--- src/hw/rtl/hgs_ram.sv ---
// Generic single-port-write, registered-read RAM.
module hgs_ram #(
   parameter int WIDTH = 62,
   parameter int DEPTH = 6
) (
   input  logic                                  clock,
   input  logic                                  we,
   input  logic [(DEPTH > 1 ? $clog2(DEPTH) : 1)-1:0] waddr,
   input  logic [WIDTH-1:0]                      wdata,
   input  logic [(DEPTH > 1 ? $clog2(DEPTH) : 1)-1:0] raddr,
   output logic [WIDTH-1:0]                      rdata
);
   logic [WIDTH-1:0] mem_ff [DEPTH];
   logic [WIDTH-1:0] rdata_ff;

   always_ff @(posedge clock) begin
      if (we) mem_ff[waddr] <= wdata;
      rdata_ff <= mem_ff[raddr];
   end

   assign rdata = rdata_ff;
endmodule

--- config.mk ---
export PLATFORM = sky130hd
export DESIGN_NAME = hgs_ram
export DESIGN_NICKNAME = d
export VERILOG_FILES = /design/src/hw/rtl/hgs_ram.sv
export SDC_FILE = /design/constraint.sdc
export NUM_CORES = 1
export LEC_CHECK = 0
export ABC_AREA = 0
export BUFFER_PORTS_ARGS = -buffer_cell sky130_fd_sc_hd__buf_4
export CORE_MARGIN = 2
export CORE_UTILIZATION = 45
export CTS_CLUSTER_SIZE = 40
export DETAILED_ROUTE_END_ITERATION = 10
export PLACE_DENSITY = 0.75
export RECOVER_POWER = 50
export SLEW_MARGIN = 5
export SYNTH_ARGS = -nofsm -noshare
export SYNTH_HDL_FRONTEND = slang
export SYNTH_SLANG_ARGS = --single-unit
--- constraint.sdc ---
create_clock -name clock -period 12.84 [get_ports clock]
set_clock_uncertainty 0.05 [all_clocks]
set_input_delay 2.568 -clock clock [delete_from_list [all_inputs] [get_ports clock]]
set_output_delay 2.568 -clock clock [all_outputs]
set_load 0.005 [all_outputs]
# Word level (Yosys, flattened, before mapping)
# Memory sizes are Yosys's and may differ from the RTL's. A register that Yosys moved wholly into a read port is not among the register bits.
# Cells that the tools add are included.
# word_totals
reg_bits	0
ramBits	372
input_bits	70
word_cells	3
memories	1
# mem_list
memory	words	word_bits	rd	rd_clocked_by_memory_dff	write_ports	line	source
mem_ff	6	62	1	1	1	13	logic [WIDTH-1:0] mem_ff [DEPTH];
# op_classes
mux	2
# op_table
cell	n
2-to-1 mux 1 bit	2

# Longest topological paths before layout
# Gate-level depths: netlist (run 1).
# logic_depth
depth_word	2
depth_mapped	6
ltp_nobuf	3

# Least setup slack after synthesis (run 1)
# Ideal clock, no wire load.
# synth_timing
path_type	input port to flip-flop
start	in waddr[0] (netlist bit)
end	mem mem_ff[0][0] (enable)
arrival_ns	6.946
required_ns	12.231
path_slack_ns	5.285
cell_stages	2
n_path_buf	0
cell_sequence	nand2b_1 -> nor3_1
# synth_lines
element	line	source
start: declaration	8	input logic [(DEPTH > 1 ? $clog2(DEPTH) : 1)-1:0] waddr,
end: declaration	13	
# Straight into the memory's write port.

==> results of run 1 <==
-- layer usage --
layer | up-vias | wire, um | GRT usage
li1 | 3454 | - | -
met1 | 3801 | 13240 | 0.2241
met2 | 182 | 13810 | 0.2601
met3 | 45 | 1716 | 0.03818
met4 | 2 | 618 | 0.04562
met5 | - | 13 | 0
-- final timing paths --
check | to | from | slack [ps]
worst min register to register | rdata[56] | mem_ff[4][56] | 490
worst min-delay path | rdata[56] | mem_ff[4][56] | 490
worst max register to register | rdata[28] | mem_ff[2][28] | 11810
worst max-delay path | rdata[28] | raddr[0] | 8480
-- power groups by stage --
stage | clock network [mW] | registers, mW | logic [mW]
after detailed placement | 0 | 1.64 | 0.164
final | 1.17 | 1.61 | 0.151
after global placement | 0 | 1.64 | 0.160
after floorplan | 0 | 1.64 | 0.0832
after global routing | 1.25 | 1.61 | 0.165
after CTS | 1.19 | 1.61 | 0.164
-- sequential cells by signal, indices dropped and copies added (netlist names) --
| register | count |
|---|---|
| mem_ff | 372 |
| rdata | 62 |
-- area by class of cell --
class / instances / area [um2] / share of cell area
multi-input cells: 322 / 2828 / 0.1574
diodes: 4 / 10.01 / 0.0005573
repair buffers: 141 / 822.0 / 0.04577
well taps: 448 / 560.5 / 0.03121
flip-flops and latches: 434 / 12410 / 0.6910
clock buffers: 64 / 1206 / 0.06715
clock inverters: 16 / 122.6 / 0.006827
-- critical path, cell delays in order --
cell and delay [ps]:
buf_8 470, buf_4 930, mux2i_1 180, a22o_1 270, a21oi_1 230
-- cell families after synthesis --
family | count (synthesis) | synth area share
simple gates | 12 | 0.003875
buf+inv | 41 | 0.02026
mux | 186 | 0.1201
compound gates | 124 | 0.05505
flops | 434 | 0.8007
-- metrics by stage --
stage	setup slack [ps]	utilization	cell area, um2	hold WS, ps
final	8477	0.5330	17960	489.1
after global routing	8393	0.5327	17950	501.8
after CTS	8542	0.5399	18200	490.3
after global placement	8000	0.5005	16870	465.6
after detailed placement	7995	0.5005	16870	474.4
after floorplan	5285	-	15500	455.7
-- layout by cell type (no fill, tap or decap), drive strengths merged, types with 2 or more instances in the layout --
cell type / synthesis / routed
nor3: 2 / 2
edfxtp: 372 / 372
dfxtp: 62 / 62
buf: 28 / 17
diode: 0 / 4
clkbuf: 13 / 188
clkinv: 0 / 11
nand2b: 3 / 3
a21oi: 62 / 62
mux2i: 186 / 186
nor2: 5 / 5
clkinvlp: 0 / 3
a22o: 62 / 62
==> flow_summary.ini, run 1 <==
[status]
status = completed

[synthesis]
syn_area_um2 = 15500
yosys_register_bits = 434
synth-async-reset-ratio = 0
synth_top_area_frac = 0.7206
yosysMostFrequentCell = edfxtp_1
synth_flop_cell = edfxtp_1
syn_nets = 867
ys_top_cells_by_count = 372 x edfxtp_1, 186 x mux2i_1, 62 x a21oi_1, 62 x a22o_1, 62 x dfxtp_1
synth_cell_types = 17
synth_area_leaders = edfxtp_1 72%, mux2i_1 12%, dfxtp_1 8.0%
yosys_warnings = 0
syn_avg_cell_area_um2 = 19.45
yosysTopAreaCell = edfxtp_1
yosysSeqAreaShare = 0.8007
postSynthCellCount = 797
synth_edf_count = 372

[clock_tree]
cts_tree = done
clock_sinks = 434
path_clk_slew_ps = 60
cts-root-buf = clkbuf_16
clk_latency_ps = 530
hold_buffers = 0
cts.repair.resized = 0
htree_levels = 2
cts_setup_buffers = 0
numCtsBuffers = 43
clockBufferDepth = 3

[grt]
overflow = 0
grt_first_pass_wirelength_um = 44160
first_global_vias = 7507
track_usage = 0.1624
grt_max_degree = 65
antenna_found_initial = 5

[timing]
tightest_slew_ps = 1101
setup-violations-final = 0
maxSlewHeadroom = 0.2663
hold_violations = 0
final.setup.tns_ps = 0
fmax_mhz = 229.2
period_needed_ps = 4363
min_period_over_period = 0.3398
slew_viol_final = 0
rsz0062_at_grt = false

[place]
place_congestion = 0.6899
dp.cells = 1345
portBuffers = 131
dp_hpwl_um = 14480

[pwr]
powerDensity_nw_per_um2 = 162.9
intPower_mw = 2.327
p_clk_frac = 0.399
p_comb_frac = 0.052
ir_drop_mv = 0.1014
power.leakage_nw = 6.418
netSwitchingPower_mw = 0.5981
finalPower_mw = 2.926
seqPwrFrac = 0.549
swShare = 0.2044

[floorplan]
coreArea_um2 = 33700
chipHeight_um = 189.6
die_area_um2 = 35950
start_util = 0.4600
std_cell_rows = 67
die_w_um = 189.6
pin_count = 132

[worst_setup_path]
worstPathMaxFanout = 63
end_kind = flop
start_kind = input port
r2r_cells = 3
required_ps = 13210
criticalPathCategory = input port to flop
cp.arrival_ps = 4730

[flow_run]
maxCapViolations = 0

[route]
ant_nets = 0
vias_per_cell = 5.237
drt_iter0_markers = 430
dr.pass1.iters = 5
drc = 0
routedWlPerCell_um = 20.57
wl_um = 29400
vias = 7484

[final_layout]
synthToLayoutAreaGrowth_pct = 15.87
nNetsFinal = 1012
drive_gt1_frac = 0.1464
fillers = 2705
fin_cells = 1429

[worst_hold_path]
min_path_type = flop to flop
min_path_cells = 2
(Power assumes the default switching activity.)
==> run 2, diff against run 1 <==
==> constraint.sdc (replaced) <==
create_clock -name clock -period 4.4 [get_ports clock]
set_clock_uncertainty 0.05 [all_clocks]
set_input_delay 0.88 -clock clock [delete_from_list [all_inputs] [get_ports clock]]
set_output_delay 0.88 -clock clock [all_outputs]
set_load 0.005 [all_outputs]
==> run 2 against run 1 <==
  * The run now ends with max-capacitance violations, max-slew violations left
  * Utilization increased by 0.20 points
  * Sequential power increased to 2.9 times the previous value
  * Cell count decreased by 0.14%
  * Worst setup slack got worse by 7000 ps
  * Design area increased by 0.37%
  * Die area unchanged
  * Clock power increased to 2.8 times the previous value
  * Routed wire length decreased by 3.7%
  * Power increased to 2.9 times the previous value
  * Critical path type unchanged
  * Largest cell class unchanged
  * Largest power group unchanged
  * Highest routed layer unchanged
==> flow_summary.ini, run 2 (synthesis gave the netlist of run 1 again) <==
[grt]
grt_first_pass_wirelength_um = 43320
antenna_found_initial = 3
first_global_vias = 7425
track_usage = 0.1584
grt_max_degree = 86
overflow = 0

[final_layout]
final_common_cell = edfxtp_1
drive_gt1_frac = 0.1450
top_register = mem_ff
regArea_um2 = 12410
largest_reg_flops = 372
fillers = 2680
n_antenna_cell = 0
layout_common_cells = 372 x edfxtp_1, 186 x mux2i_1, 83 x clkbuf_1
nNetsFinal = 1017
multiInputGateArea_um2 = 2829
synthToLayoutAreaGrowth_pct = 16.30

[timing]
setup_slack_ps = 1460
slew_viol_final = 64
fmax_mhz = 340.1
final.setup.tns_ps = 0
whs_ps = 487.6
maxSlewHeadroom = -0.4602
hold_violations = 0
tightest_slew_ps = 2190
period_needed_ps = 2940
setup-violations-final = 0
rsz0062_at_grt = false
min_period_over_period = 0.6682

[pwr]
netSwitchingPower_mw = 1.714
finalPower_mw = 8.470
powerDensity_nw_per_um2 = 469.8
p_clk_frac = 0.393
p_comb_frac = 0.053
ir_drop_mv = 0.2864
intPower_mw = 6.756
seqPwrFrac = 0.554
power.leakage_nw = 6.459
swShare = 0.2023

[flow_run]
maxCapViolations = 2

[status]
status = complete, but fails checks
violations = max-capacitance violations, max-slew violations

[route]
vias = 7386
drt_iter0_markers = 530
dr.pass1.iters = 5
ant_nets = 0
vias_per_cell = 5.176
wl_um = 28300
routedWlPerCell_um = 19.83
drc = 0

[worst_setup_path]
r2r-start = mem_ff[3][32]
worstPathMaxFanout = 30
criticalPathCategory = input port to flop
rrSetupSlack_ps = 3400
cp_common_cell = clkbuf_1
cp.arrival_ps = 2990
r2r_cells = 3
crit_slowest_cell = clkbuf_1
rr_endpoint = rdata[32]
required_ps = 4450
path_cells = clkbuf_1 -> nand2b_1 -> nor2_4 -> clkbuf_1
end_kind = flop
start_kind = input port
max_stage_delay_ps = 1570

[floorplan]
std_cell_rows = 67
pin_count = 132
chipHeight_um = 189.6
die_area_um2 = 35950
coreArea_um2 = 33700
start_util = 0.4600
die_w_um = 189.6

[clock_tree]
clock_sinks = 434
cts-root-buf = clkbuf_16
hold_buffers = 0
path_clk_slew_ps = 60
htree_levels = 2
numCtsBuffers = 43
cts_setup_buffers = 0
cts.repair.resized = 0
clk_latency_ps = 540
cts_tree = done
clockBufferDepth = 3

[place]
portBuffers = 131
place_congestion = 0.6927
place_ws_ps = 1566
dp_hpwl_um = 15260

[worst_hold_path]
min_path_cells = 2
min_to = rdata[50]
min_from = mem_ff[4][50]
min_path_type = flop to flop
[run 2: cell types whose count changed in the layout (fill, tap and decap cells not counted), moves of 3 or more]
cell      delta
clkinv_2     -3
buf_4       +56
buf_12       +6
diode_2      -4
clkbuf_4    -58
[run 2: layout make-up]
type / instances / share of cell area
sequential: 434 / 0.6885
clock buffer: 65 / 0.06767
multi-input combinational: 322 / 0.1569
timing repair buffer: 146 / 0.05164
tap: 448 / 0.03109
clock inverter: 12 / 0.004164
[run 2: how the worst max path moves through the flow]
| stage | slack, ps | startpoint | to |
|---|---|---|---|
| after CTS | 2120 | raddr[2] | rdata[12] |
| after global placement | 1630 | raddr[2] | rdata[9] |
| final | 1460 | waddr[1] | mem_ff[5][12] |
| after global routing | 1310 | waddr[1] | mem_ff[5][14] |
| after detailed placement | 1570 | raddr[2] | rdata[1] |
| after floorplan | 200 | waddr[0] | mem_ff[2][0] |
[run 2: stage by stage]
step	instances	utilization	cell area, um2
6_report	1427	0.5349	18030
5_1_grt	1427	0.5349	18030
4_1_cts	1427	0.5426	18290
3_5_place_dp	1350	0.5042	16990
3_3_place_gp	1350	0.5042	16990
2_1_floorplan	797	-	15510
[run 2: critical path, delay by kind of cell]
family	cells	cell delay [ps]
simple gates	2	370
buf+inv	2	1700
[run 2: routing by layer]
layer,up-vias,global-route usage,part of all wire
met5,-,0,0.0016
met4,6,0.04919,0.022
met3,50,0.03413,0.050
met2,163,0.2768,0.51
met1,3697,0.1983,0.42
li1,3470,-,-
[run 2: power by group through the flow]
stage	clock (mW)	combinational [mW]	sequential, mW
2_1_floorplan	0	0.243	4.77
3_3_place_gp	0	0.477	4.77
3_5_place_dp	0	0.487	4.78
4_1_cts	3.40	0.488	4.69
5_1_grt	3.57	0.495	4.70
6_report	3.33	0.451	4.69
