[config.mk]
export PLATFORM = sky130hd
export DESIGN_NAME = hgs_div
export DESIGN_NICKNAME = d
export VERILOG_FILES = /design/src/hw/rtl/hgs_pkg.sv /design/src/hw/rtl/hgs_div.sv
export SDC_FILE = /design/constraint.sdc
export NUM_CORES = 1
export LEC_CHECK = 0
export ABC_AREA = 1
export BUFFER_PORTS_ARGS = -buffer_cell sky130_fd_sc_hd__buf_2
export CAP_MARGIN = 5
export CELL_PAD_IN_SITES_DETAIL_PLACEMENT = 0
export CELL_PAD_IN_SITES_GLOBAL_PLACEMENT = 1
export CORE_MARGIN = 2
export CORE_UTILIZATION = 38
export DETAILED_ROUTE_END_ITERATION = 16
export GPL_ROUTABILITY_DRIVEN = 1
export HOLD_SLACK_MARGIN = 0.02
export PLACE_DENSITY = 0.87
export SYNTH_ARGS = -nofsm -noshare
export SYNTH_HDL_FRONTEND = slang
export SYNTH_SLANG_ARGS = --single-unit
[constraint.sdc]
create_clock -name clock -period 1.85 [get_ports clock]
set_input_delay 0.37 -clock clock [delete_from_list [all_inputs] [get_ports clock]]
set_output_delay 0.37 -clock clock [all_outputs]
set_load 0.005 [all_outputs]
[src/hw/rtl/hgs_pkg.sv]
// Shared types, constants and elaboration-time functions of the gait sequencer.
package hgs_pkg;

   localparam int COS_TABLE_BITS = 10;
   localparam int ANGLE_W        = COS_TABLE_BITS;
   localparam int COS_N          = 1 << COS_TABLE_BITS;
   localparam int COS_Q          = COS_N / 4;
   localparam int QIDX_W         = COS_TABLE_BITS - 1;
   localparam int NUM_W          = 9;
   localparam int DEN_W          = 10;

   localparam int MIN_CYCLE       = 50;
   localparam int LP_STEP_K       = 68361497;   // 20861 * 3277
   localparam int LP_KEEP         = 62259;
   localparam int TRAVEL_LIN_LIM  = 4;
   localparam int TRAVEL_TURN_LIM = 17;
   localparam int REST_LIN_LIM    = 16;
   localparam int REST_YAW_LIM    = 571;
   localparam int HEIGHT_STEP     = 49;
   localparam int LIFT_RESET      = 737;
   localparam int CYCLE_RESET     = 50;

   typedef enum logic [1:0] {
      REG_RIPPLE = 2'd0,
      REG_CYCLE  = 2'd1,
      REG_LIFT   = 2'd2
   } reg_index_type;

   typedef enum logic [3:0] {
      S_IDLE, S_LP_A, S_LP_B, S_LP_C, S_DECIDE, S_DIV_GO, S_DIV_WAIT, S_COS_RD,
      S_COS_WR, S_Z, S_LEG_RD, S_LEG_MUL, S_LEG_WB, S_LEG_OUT, S_END
   } state_type;

   typedef struct packed {
      logic [15:0] yaw;
      logic [13:0] z;
      logic [15:0] y;
      logic [15:0] x;
   } foot_type;

   typedef struct packed {
      logic             start;
      logic [NUM_W-1:0] num;
      logic [DEN_W-1:0] den;
   } div_req_type;

   typedef struct packed {
      logic               done;
      logic [ANGLE_W-1:0] quot;
   } div_rsp_type;

   typedef logic [14:0] cos_tab_type [0:COS_Q];
   typedef logic [1:0]  grp6_type [0:5];

   localparam grp6_type TRIPOD_START = '{2'd1, 2'd0, 2'd1, 2'd0, 2'd1, 2'd0};
   localparam grp6_type RIPPLE_START = '{2'd1, 2'd0, 2'd2, 2'd0, 2'd2, 2'd1};

   // Q16 product, rounded half away from zero
   function automatic longint mul_round16(longint a, longint b);
      longint p;
      p = a * b;
      if (p >= 0) return (p + 32768) >>> 16;
      return -((-p + 32768) >>> 16);
   endfunction

   function automatic longint quarter_cos(int j);
      longint t;
      longint u;
      longint r;
      t = longint'(j) <<< (18 - COS_TABLE_BITS);
      u = mul_round16(t, t);
      r = 60;
      r = -1367 + mul_round16(r, u);
      r = 16624 + mul_round16(r, u);
      r = -80852 + mul_round16(r, u);
      r = 65536 + mul_round16(r, u);
      if (r < 0) r = 0;
      r = (r + 2) >>> 2;
      if (r > 16384) r = 16384;
      return r;
   endfunction

   function automatic cos_tab_type build_cos_tab();
      cos_tab_type tab;
      for (int j = 0; j <= COS_Q; j++) tab[j] = 15'(quarter_cos(j));
      return tab;
   endfunction

   // product / 4096, rounded half away from zero, saturated to 16 bits
   function automatic logic [15:0] round_sat(logic signed [39:0] p);
      logic signed [40:0] r;
      if (p >= 0) r = (41'(p) + 41'sd2048) >>> 12;
      else        r = -((-41'(p) + 41'sd2048) >>> 12);
      if (r > 41'sd32767)  return 16'h7FFF;
      if (r < -41'sd32768) return 16'h8000;
      return r[15:0];
   endfunction

endpackage

[src/hw/rtl/hgs_div.sv]
// Radix-2 restoring divider for rounded angle indexes.
module hgs_div (
   input  logic                 clock,
   input  logic                 reset,
   input  hgs_pkg::div_req_type req,
   output hgs_pkg::div_rsp_type rsp
);
   localparam int DVW = hgs_pkg::NUM_W + hgs_pkg::ANGLE_W + 1;
   localparam int CW  = $clog2(DVW + 1);

   logic [DVW-1:0]              dvd_ff;
   logic [hgs_pkg::DEN_W-1:0]   rem_ff;
   logic [CW-1:0]               cnt_ff;
   logic                        done_ff;
   logic [hgs_pkg::DEN_W:0]     trial;
   logic                        fit;

   assign trial = {rem_ff, dvd_ff[DVW-1]};
   assign fit   = trial >= {1'b0, req.den};

   always_ff @(posedge clock) begin
      if (reset) begin
         cnt_ff  <= '0;
         done_ff <= 1'b0;
      end else begin
         done_ff <= 1'b0;
         if (req.start) begin
            // num * N + den / 2
            dvd_ff <= DVW'({req.num, {hgs_pkg::ANGLE_W{1'b0}}}) + DVW'(req.den[hgs_pkg::DEN_W-1:1]);
            rem_ff <= '0;
            cnt_ff <= CW'(DVW);
         end else if (cnt_ff != '0) begin
            rem_ff <= fit ? hgs_pkg::DEN_W'(trial - {1'b0, req.den})
                          : trial[hgs_pkg::DEN_W-1:0];
            dvd_ff <= {dvd_ff[DVW-2:0], fit};
            cnt_ff <= cnt_ff - 1'b1;
            if (cnt_ff == CW'(1)) done_ff <= 1'b1;
         end
      end
   end

   assign rsp.done = done_ff;
   assign rsp.quot = dvd_ff[hgs_pkg::ANGLE_W-1:0];
endmodule

* After elaboration in Yosys (flattened, before gate mapping) *
Index checks and enable logic that the tools add are counted.

storage, ports and cells
  register bits after elaboration = 36
  word-level logic and storage cells = 24

cells by class
  $add $sub $neg = 3
  magnitude comparators = 1
  equal/unequal tests = 1
  mux-type cells = 7
  bitwise operators = 2
  reductions and logical operators = 5

operator list
  cell                 count
  $mux 20              2
  $add 19x9->20        1
  $mux 10              2
  $ge 11x10->1         1
  $mux 5               2
  $sub 10x10->10       1
  $eq 5x1->1 const B   1
  $reduce_bool 5->1    1
  $sub 5x1->5 const B  1
  $reduce_or 3->1      1
  $not 1->1            2
  $reduce_and 2->1     1
  $reduce_bool 2->1    1
  $reduce_or 2->1      1
  $mux 1               1

* Logic depth before layout (Yosys ltp) *
Gate-level depths: netlist of run 1.

  depth after elaboration = 3
  depth in mapped cells = 13
  gate-level depth less buffers = 13

* Worst setup path after synthesis of run 1 *
OpenSTA, ideal clock, no wires.

  path kind = register to register
  start = register cnt_ff[0]
  end = register dvd_ff[0] (enable)
  library setup time = 385 ps
  arrival time = 1632 ps
  data required time = 1465 ps
  setup slack = -167 ps
  stages on the path, launching flop included = 8
  buffers on the path = 1
  period minus slack after synthesis = 2017 ps
  cells stage by stage = dfxtp_1 -> inv_1 -> ha_1 -> nand2_1 -> or2_2 -> clkbuf_1 -> o21bai_1 -> inv_1

on the way
  word-level cells in the longest chain between the ends = 3

RTL lines
  what                         RTL line       RTL
  start: declaration           hgs_div.sv:13  logic [CW-1:0] cnt_ff;
  start signal: assignment     hgs_div.sv:31  cnt_ff <= CW'(DVW);
  start signal: assignment     hgs_div.sv:36  cnt_ff <= cnt_ff - 1'b1;
  $reduce_bool 5->1            hgs_div.sv:32  end else if (cnt_ff != '0) begin
  $reduce_bool 2->1 (no line)  --
  $reduce_and 2->1 (no line)   --
  end signal: assignment       hgs_div.sv:29  dvd_ff <= DVW'({req.num, {hgs_pkg::ANGLE_W{1'b0}}}) + DVW'(req.den[hgs_pkg::DEN_W-1:1]);
  end signal: assignment       hgs_div.sv:35  dvd_ff <= {dvd_ff[DVW-2:0], fit};
  end: declaration             hgs_div.sv:11  logic [DVW-1:0] dvd_ff;

No other way between the ends.
A chain may end at the register's enable or synchronous reset.

* Worst setup path in the final report of run 1 *
  start = register rem_ff[1] (netlist name)
  end = register rem_ff[5] (netlist name), data pin

on the way
  word-level cells in the longest chain between the ends = 3
  elaborated cells between the ends (all ways) = 4
  classes of those cells = add/sub (1); order compare (1); mux (2)

RTL lines
  what                                                   RTL line                      RTL
  start: declaration                                     hgs_div.sv:12                 logic [hgs_pkg::DEN_W-1:0] rem_ff;
  start signal: assignment                               hgs_div.sv:33                 rem_ff <= fit ? hgs_pkg::DEN_W'(trial - {1'b0, req.den})
  $sub 10x10->10 / $ge 11x10->1 (equally long branches)  hgs_div.sv:33, hgs_div.sv:19
  $mux 10 *                                              hgs_div.sv:33
  $mux 10 *                                              hgs_div.sv:32

Mark *: on every way between the ends. The rest lies on a longest branch, timed or not. The select of a mux whose other input is x is not followed.

==> impl_metrics.toml, run 1 <==
[grt]
busiest_layer = "met2"
grt_util_met2_pct = 29.11
groute.layer.met1.usage_pct = 20.88
grt_start_max_net_pins = 31
grt_use_total_pct = 16.45
first_global_vias = 1946
grt_antenna_before_repair = 0
grt_overflow_total = 0
met3_usage_pct = 2.637
first_pass_grt_wire_length_mm = 8.562

[power_and_ir_drop]
ir_worst_vdd_uv = 631.5
total_power_mw = 2.683
cellPowerDensity_nw_per_um2 = 868.5
static-leakage-power_nw = 1.446

[routing]
dr_total_vias = 1890
wl_per_cell_um = 12.24
route.detailed.vias_per_inst = 4.543
drt-pass1-iter-count = 4
detail_route.iter0.violations = 79
drc = 0
route.final.wire_length_mm = 5.093
drtAntennaViolNets = 0

[floorplan]
core_area_sq_um = 5886
pin_count = 33
fp.dieArea_sq_um = 6714
core.rowCount = 28
start_util_pct = 39.22
die_h_um = 81.94
dieWidth_um = 81.94

[flow_run]
maxCapViolCount = 0

[critical_path]
worstRegToRegCells = 10
worst_setup_path_end_kind = "flip-flop"
cp.arrival_ns = 1.87
path_max_fanout = 7
worstReg2RegEnd = "rem_ff[5]"
critical_path.startpoint_type = "flip-flop"
r2r_start = "rem_ff[1]"
ff2ff_setup_slack_ns = 0.04
crit_required_ns = 1.90
start_to_end_type_of_the_worst_setup_path = "flip-flop to flip-flop"

[cells_and_area]
finish.net_count = 375
final_core_area_utilization_pct = 52.49
mostFrequentLayoutCell = "sky130_fd_sc_hd__nand2_1"
n_antenna_cell = 0
flow.area_growth_from_synthesis_pct = 33.82
fill_cells = 560
drive_above_1_share_pct = 38.42
layout.cells.most_common_list = "81 x sky130_fd_sc_hd__nand2_1, 32 x sky130_fd_sc_hd__inv_1, 32 x sky130_fd_sc_hd__buf_2, 32 x sky130_fd_sc_hd__buf_4, 30 x sky130_fd_sc_hd__edfxtp_1"

[synth]
multiplexer_share_of_the_synthesized_area_pct = 0
synth_seq_cells = 36
seq_area_frac_synth_pct = 44.23
synth_cells = 284
synth-compound-area-share_pct = 5.420
dominant_combinational_cell_family_by_area_after_synthesis = "simple AND/OR/NAND/NOR gates"
netlist-cell-type-count = 30
yosys.area_share.xor_xnor_pct = 1.518
synth_adder_area_share_pct = 7.371
synth-warning-count = 0
syn-cell-area_sq_um = 2308
synth_fp_nets = 319
synthSimpleGateAreaFrac_pct = 30.03
synthesis.area_per_instance_sq_um = 8.128

[cts]
tritoncts.num_buffers = 5
clk_pin_slew_ns = 0.08
cts_tree = "built"
h-tree-depth = 2
skew_pair_late_insertion_delay_ns = 0.29
clock-sinks = 36
cts-root-to-sink-buffers = 2
ctsRootBufferMaster = "sky130_fd_sc_hd__clkbuf_8"

[timing]
achievable-frequency_ghz = 0.5516
final-setup-viol-count = 0
worst-slew-pin-transition_ns = 0.2925
setup_repair_after_global_routing_missed_its_margin = "yes"
final_max_slew_viol_count = 0
worst_clock_skew_ns = 0.007717
slew_headroom_pct = 80.50
timing.final.crit_period_ns = 1.813
post-route-period-util_pct = 97.99
hold_viol_final = 0

[worst_hold_path]
min_path_cells = 2
worstHoldEndpoint = "cnt_ff[4]"
min-delay-start = "reset"
hold_path.class = "primary input to flip-flop"

[placed_design]
port_buffer_count = 32
hpwlAfterDp_mm = 3.532
place_congestion = 0.8637

[status]
outcome = "finished clean"
synth_stat cells (all sizes together):
master / instances / area (sq um)
clkbuf: 6 / 22.52
dfxtp: 6 / 120.1
or2: 2 / 12.52
buf: 12 / 93.84
ha: 12 / 150.1
o21ai: 10 / 50.05
o21bai: 1 / 7.510
inv: 38 / 147.6
nand2: 99 / 407.9
nand3b: 9 / 67.56
a21oi: 10 / 57.56
fa: 1 / 20.02
nand3: 8 / 45.04
xnor2: 2 / 17.52
xor2: 2 / 17.52
nor2: 30 / 130.1
o211a: 1 / 10.01
nand4: 1 / 6.260
nor3: 3 / 15.01
edfxtp: 30 / 900.9
and2: 1 / 8.760
what timing repair did:
| item | 4_1_cts | 5_1_grt |
|---|---|---|
| hold buffers | 0 | 0 |
| resized for setup | 11 | 32 |
| gates cloned | 1 | 0 |
| pin swaps | 1 | 17 |
| setup endpoints to repair | 11 | 11 |
| setup buffers | 2 | 9 |
sequential cells by signal, summed over array words and instances, names as in the netlist:
signal / count
cnt_ff: 5
done_ff: 1
rem_ff: 10
dvd_ff: 20
metal layers:
| metal | up-vias | wire (um) |
|---|---|---|
| met5 | - | 0 |
| met3 | 2 | 114 |
| met1 | 858 | 2423 |
| met4 | 0 | 19 |
| met2 | 28 | 2536 |
| li1 | 1002 | - |
per-stage QoR:
step	instances	setup TNS (ns)	worst slack, ns	hold WS [ns]	cell area [sq um]
6_report	416	0	0.03716	0.2864	3089
3_3_place_gp	396	-1.344	-0.1535	0.4495	2666
4_1_cts	407	-0.003914	-0.003914	0.2739	2895
3_5_place_dp	396	-1.513	-0.1615	0.4514	2666
5_1_grt	416	-0.1765	-0.04154	0.2739	3089
2_1_floorplan	284	-0.5718	-0.01906	0.4223	2354
critical path: stages (launching register included):
cell and delay (ns):
sky130_fd_sc_hd__edfxtp_1 0.44, sky130_fd_sc_hd__ha_4 0.30, sky130_fd_sc_hd__a21oi_2 0.13, sky130_fd_sc_hd__nand2_2 0.09
sky130_fd_sc_hd__nand2_2 0.11, sky130_fd_sc_hd__nand2_4 0.08, sky130_fd_sc_hd__nand2_8 0.13, sky130_fd_sc_hd__buf_12 0.12
sky130_fd_sc_hd__nand3b_1 0.07, sky130_fd_sc_hd__nand2_1 0.07, sky130_fd_sc_hd__nor2_1 0.05
worst max-delay path by stage:
stage | slack, ns | end | start
finish | 0.04 | rem_ff[5] | rem_ff[1]
global placement | -0.15 | rem_ff[7] | req[2]
global route | -0.04 | rem_ff[8] | dvd_ff[19]
floorplan | -0.02 | dvd_ff[0] | cnt_ff[1]
CTS | -0.004 | rem_ff[7] | rem_ff[4]
detailed placement | -0.16 | rem_ff[7] | req[2]
power by group:
| group | internal, mW | switching, mW | total [mW] |
|---|---|---|---|
| combinational | 0.507 | 0.560 | 1.07 |
| clock | 0.268 | 0.296 | 0.564 |
| sequential | 0.996 | 0.0559 | 1.05 |
| total | 1.77 | 0.912 | 2.68 |
logic make-up (layout without fill, tap and decap cells):
| family | after synthesis | count (layout) |
|---|---|---|
| buf+inv | 56 | 112 |
| compound gates | 22 | 22 |
| simple gates | 153 | 154 |
| fa+ha+maj | 13 | 13 |
| xor+xnor | 4 | 4 |
| flops | 36 | 36 |
layout make-up:
| class | instances | area (sq um) | share of cell area, % |
|---|---|---|---|
| flip-flops and latches | 36 | 1023 | 33.13 |
| clock buffers | 6 | 72.57 | 2.349 |
| well taps | 75 | 93.84 | 3.038 |
| clock inverters | 2 | 16.27 | 0.5265 |
| multi-input cells | 193 | 1289 | 41.72 |
| inverters | 38 | 153.9 | 4.982 |
| repair buffers | 66 | 440.4 | 14.26 |
(Power assumes the default switching activity.)
==> inputs of run 2 (changes only) <==
- ABC_AREA: 1 -> unset
- CORE_UTILIZATION: 38 -> 41
- PLACE_DENSITY: 0.87 -> 0.88
==> run 2 against run 1 <==
The run now ends with negative setup slack left. Clock skew down 0.0014 ns. Combinational power up 9%. Sequential power is essentially flat. Clock power down 0.9%. Synthesized cell count down 33%. Sequential cell count stayed put. Critical path depth shrank 1. Critical path type unchanged. Critical endpoint is now rem_ff[8]. Largest cell class unchanged.
==> impl_metrics.toml, run 2 <==
[cts]
tritoncts.num_buffers = 5
clk_pin_slew_ns = 0.07
skew_pair_late_insertion_delay_ns = 0.29
ctsRootBufferMaster = "sky130_fd_sc_hd__clkbuf_8"
clock-sinks = 36
cts_tree = "built"
cts-root-to-sink-buffers = 2
h-tree-depth = 2
cts-hold-fix-buffers = 0

[worst_hold_path]
min-delay-start = "reset"
hold_path.class = "primary input to flip-flop"
worstHoldEndpoint = "cnt_ff[2]"
min_path_cells = 2

[synth]
yosys-top-cells-area = "sky130_fd_sc_hd__edfxtp_1 41%, sky130_fd_sc_hd__mux2_2 9.2%, sky130_fd_sc_hd__ha_1 6.8%, sky130_fd_sc_hd__dfxtp_1 5.5%, sky130_fd_sc_hd__buf_4 3.7%"
ys_dominant_reg_cell = "sky130_fd_sc_hd__edfxtp_1"
synth_top_cell_by_area = "sky130_fd_sc_hd__edfxtp_1"
synth_top_area_share_pct = 40.89
synth-warning-count = 0
asyncSetResetFlopFracSynth_pct = 0
synth_cells = 191
netlist-cell-type-count = 47
yosysMostFrequentCell = "sky130_fd_sc_hd__edfxtp_1"
seq_area_frac_synth_pct = 46.34
synth_commonest_cells = "30 x sky130_fd_sc_hd__edfxtp_1, 18 x sky130_fd_sc_hd__mux2_2, 16 x sky130_fd_sc_hd__inv_1"
synth_seq_cells = 36
syn-cell-area_sq_um = 2203
synth_fp_nets = 226
synthesis.area_per_instance_sq_um = 11.54
synth_enable_flop_cells = 30

[grt]
grt_overflow_total = 0
grt_use_total_pct = 18.02
first_global_vias = 1708
grt_antenna_before_repair = 0
busiest_layer = "met2"
grt_util_met2_pct = 31.39
first_pass_grt_wire_length_mm = 8.231
met3_usage_pct = 4.353
grt_start_max_net_pins = 33
groute.layer.met1.usage_pct = 21.43

[timing]
timing.final.crit_period_ns = 2.085
post-route-period-util_pct = 112.7
fin_worst_hold_slack_ns = 0.3466
slew_headroom_pct = 70.87
totalNegativeSetupSlack_ns = -1.821
setup_repair_after_global_routing_missed_its_margin = "yes"
hold_viol_final = 0
final-setup-viol-count = 11
worst_clock_skew_ns = 0.006289
final_max_slew_viol_count = 0
final_critical_path_setup_slack_ns = -0.2346
achievable-frequency_ghz = 0.4797
worst-slew-pin-transition_ns = 0.4365

[critical_path]
worst_setup_path_end_kind = "flip-flop"
cp.arrival_ns = 2.12
worstRegToRegCells = 9
critical_path.startpoint_type = "flip-flop"
crit_required_ns = 1.89
r2r_start = "dvd_ff[19]"
path_max_fanout = 2
ff2ff_setup_slack_ns = -0.23
worstReg2RegEnd = "rem_ff[8]"
start_to_end_type_of_the_worst_setup_path = "flip-flop to flip-flop"

[cells_and_area]
n_antenna_cell = 0
flow.area_growth_from_synthesis_pct = 36.12
finish.net_count = 290
drive_above_1_share_pct = 55.86
layout.cells.most_common_list = "33 x sky130_fd_sc_hd__buf_4, 32 x sky130_fd_sc_hd__buf_2, 30 x sky130_fd_sc_hd__edfxtp_1"
mostFrequentLayoutCell = "sky130_fd_sc_hd__buf_4"
final_core_area_utilization_pct = 58.35
reg_top3 = "dvd_ff (20), rem_ff (10), cnt_ff (5)"
largest_register_ff_count = 20
regMostFlops = "dvd_ff"

[floorplan]
pin_count = 33
core_area_sq_um = 5140
fp.dieArea_sq_um = 5976
die_h_um = 77.31
core.rowCount = 26
start_util_pct = 42.87
dieWidth_um = 77.31

[power_and_ir_drop]
share_clk_of_total_power_pct = 20.0
static-leakage-power_nw = 1.182
cellPowerDensity_nw_per_um2 = 933.0
total_power_mw = 2.798
switching_share_pct = 32.86
pint_mw = 1.879
ir_worst_vdd_uv = 572.2
total_switching_power_mw = 0.9195
pwr-share-seq_pct = 38.1
combinationalPowerShare_pct = 41.9

[routing]
drtAntennaViolNets = 0
route.detailed.vias_per_inst = 5.061
wl_per_cell_um = 15.63
detail_route.iter0.violations = 80
drt-pass1-iter-count = 4
dr_total_vias = 1650
drc = 0
route.final.wire_length_mm = 5.096

[status]
violations = "negative setup slack"
outcome = "complete, but fails checks"

[placed_design]
hpwlAfterDp_mm = 3.230
port_buffer_count = 32
place_congestion = 0.8609
detailedPlace.worstSlack_ns = -0.2976

[flow_run]
maxCapViolCount = 0
## run 2: cells by family after synthesis
| family | share of synthesized area [%] |
|---|---|
| AO/OA/AOI/OAI | 15.79 |
| AND/OR/NAND/NOR | 9.313 |
| flip-flops | 46.34 |
| buffers and inverters | 7.212 |
| multiplexers | 9.653 |
| adder cells (fa/ha/maj) | 7.723 |
| XOR/XNOR | 3.975 |
## run 2: power groups by stage
stage / clock network, mW / logic (mW) / registers [mW]
floorplan: 0 / 0.643 / 1.06
global placement: 0 / 0.926 / 1.07
detailed placement: 0 / 0.939 / 1.07
CTS: 0.568 / 1.11 / 1.06
global route: 0.595 / 1.27 / 1.08
finish: 0.559 / 1.17 / 1.07
## run 2: repair_timing
action | CTS | global route
pin swaps | 19 | 15
gates resized for setup | 27 | 9
setup endpoints to repair | 11 | 11
setup buffers | 5 | 4
gates cloned | 2 | 0
## run 2: layout make-up
cell class,instances,area (sq um)
Clock inverter,1,8.758
Tap cell,70,87.58
Clock buffer,7,76.32
Fill cell,445,2141
Multi-Input combinational cell,126,1272
Inverter,16,60.06
Timing Repair Buffer,70,473.0
Sequential cell,36,1021
## run 2: worst max-delay path, cell delays in order (launching register included)
cell and delay, ns:
sky130_fd_sc_hd__edfxtp_1 0.42, sky130_fd_sc_hd__inv_2 0.09, sky130_fd_sc_hd__ha_4 0.13, sky130_fd_sc_hd__inv_2 0.03, sky130_fd_sc_hd__fa_2 0.36, sky130_fd_sc_hd__a211oi_2 0.24, sky130_fd_sc_hd__o211ai_1 0.12, sky130_fd_sc_hd__a31oi_1 0.17
sky130_fd_sc_hd__xor2_1 0.16, sky130_fd_sc_hd__o22ai_1 0.11
## run 2: how the worst max path moves through the flow
stage                          start         to  slack, ns  depth (start not counted)
after floorplan           dvd_ff[19]  rem_ff[8]      -0.15                          9
after global placement    dvd_ff[19]  rem_ff[8]      -0.27                          9
after detailed placement  dvd_ff[19]  rem_ff[8]      -0.30                          9
after CTS                 dvd_ff[19]  rem_ff[8]      -0.29                          9
after global routing      dvd_ff[19]  rem_ff[6]      -0.34                          9
final                     dvd_ff[19]  rem_ff[8]      -0.23                          9
## run 2: per-stage QoR
stage	std cells	cell area (sq um)
finish	326	2999
global route	326	2999
CTS	323	2925
detailed placement	308	2629
global placement	308	2629
floorplan	191	2242
## run 2: per-layer routing
metal | wire [um] | vias up
met4 | 109 | 0
met2 | 2668 | 34
li1 | - | 823
met5 | 0 | -
met1 | 2148 | 782
met3 | 170 | 11
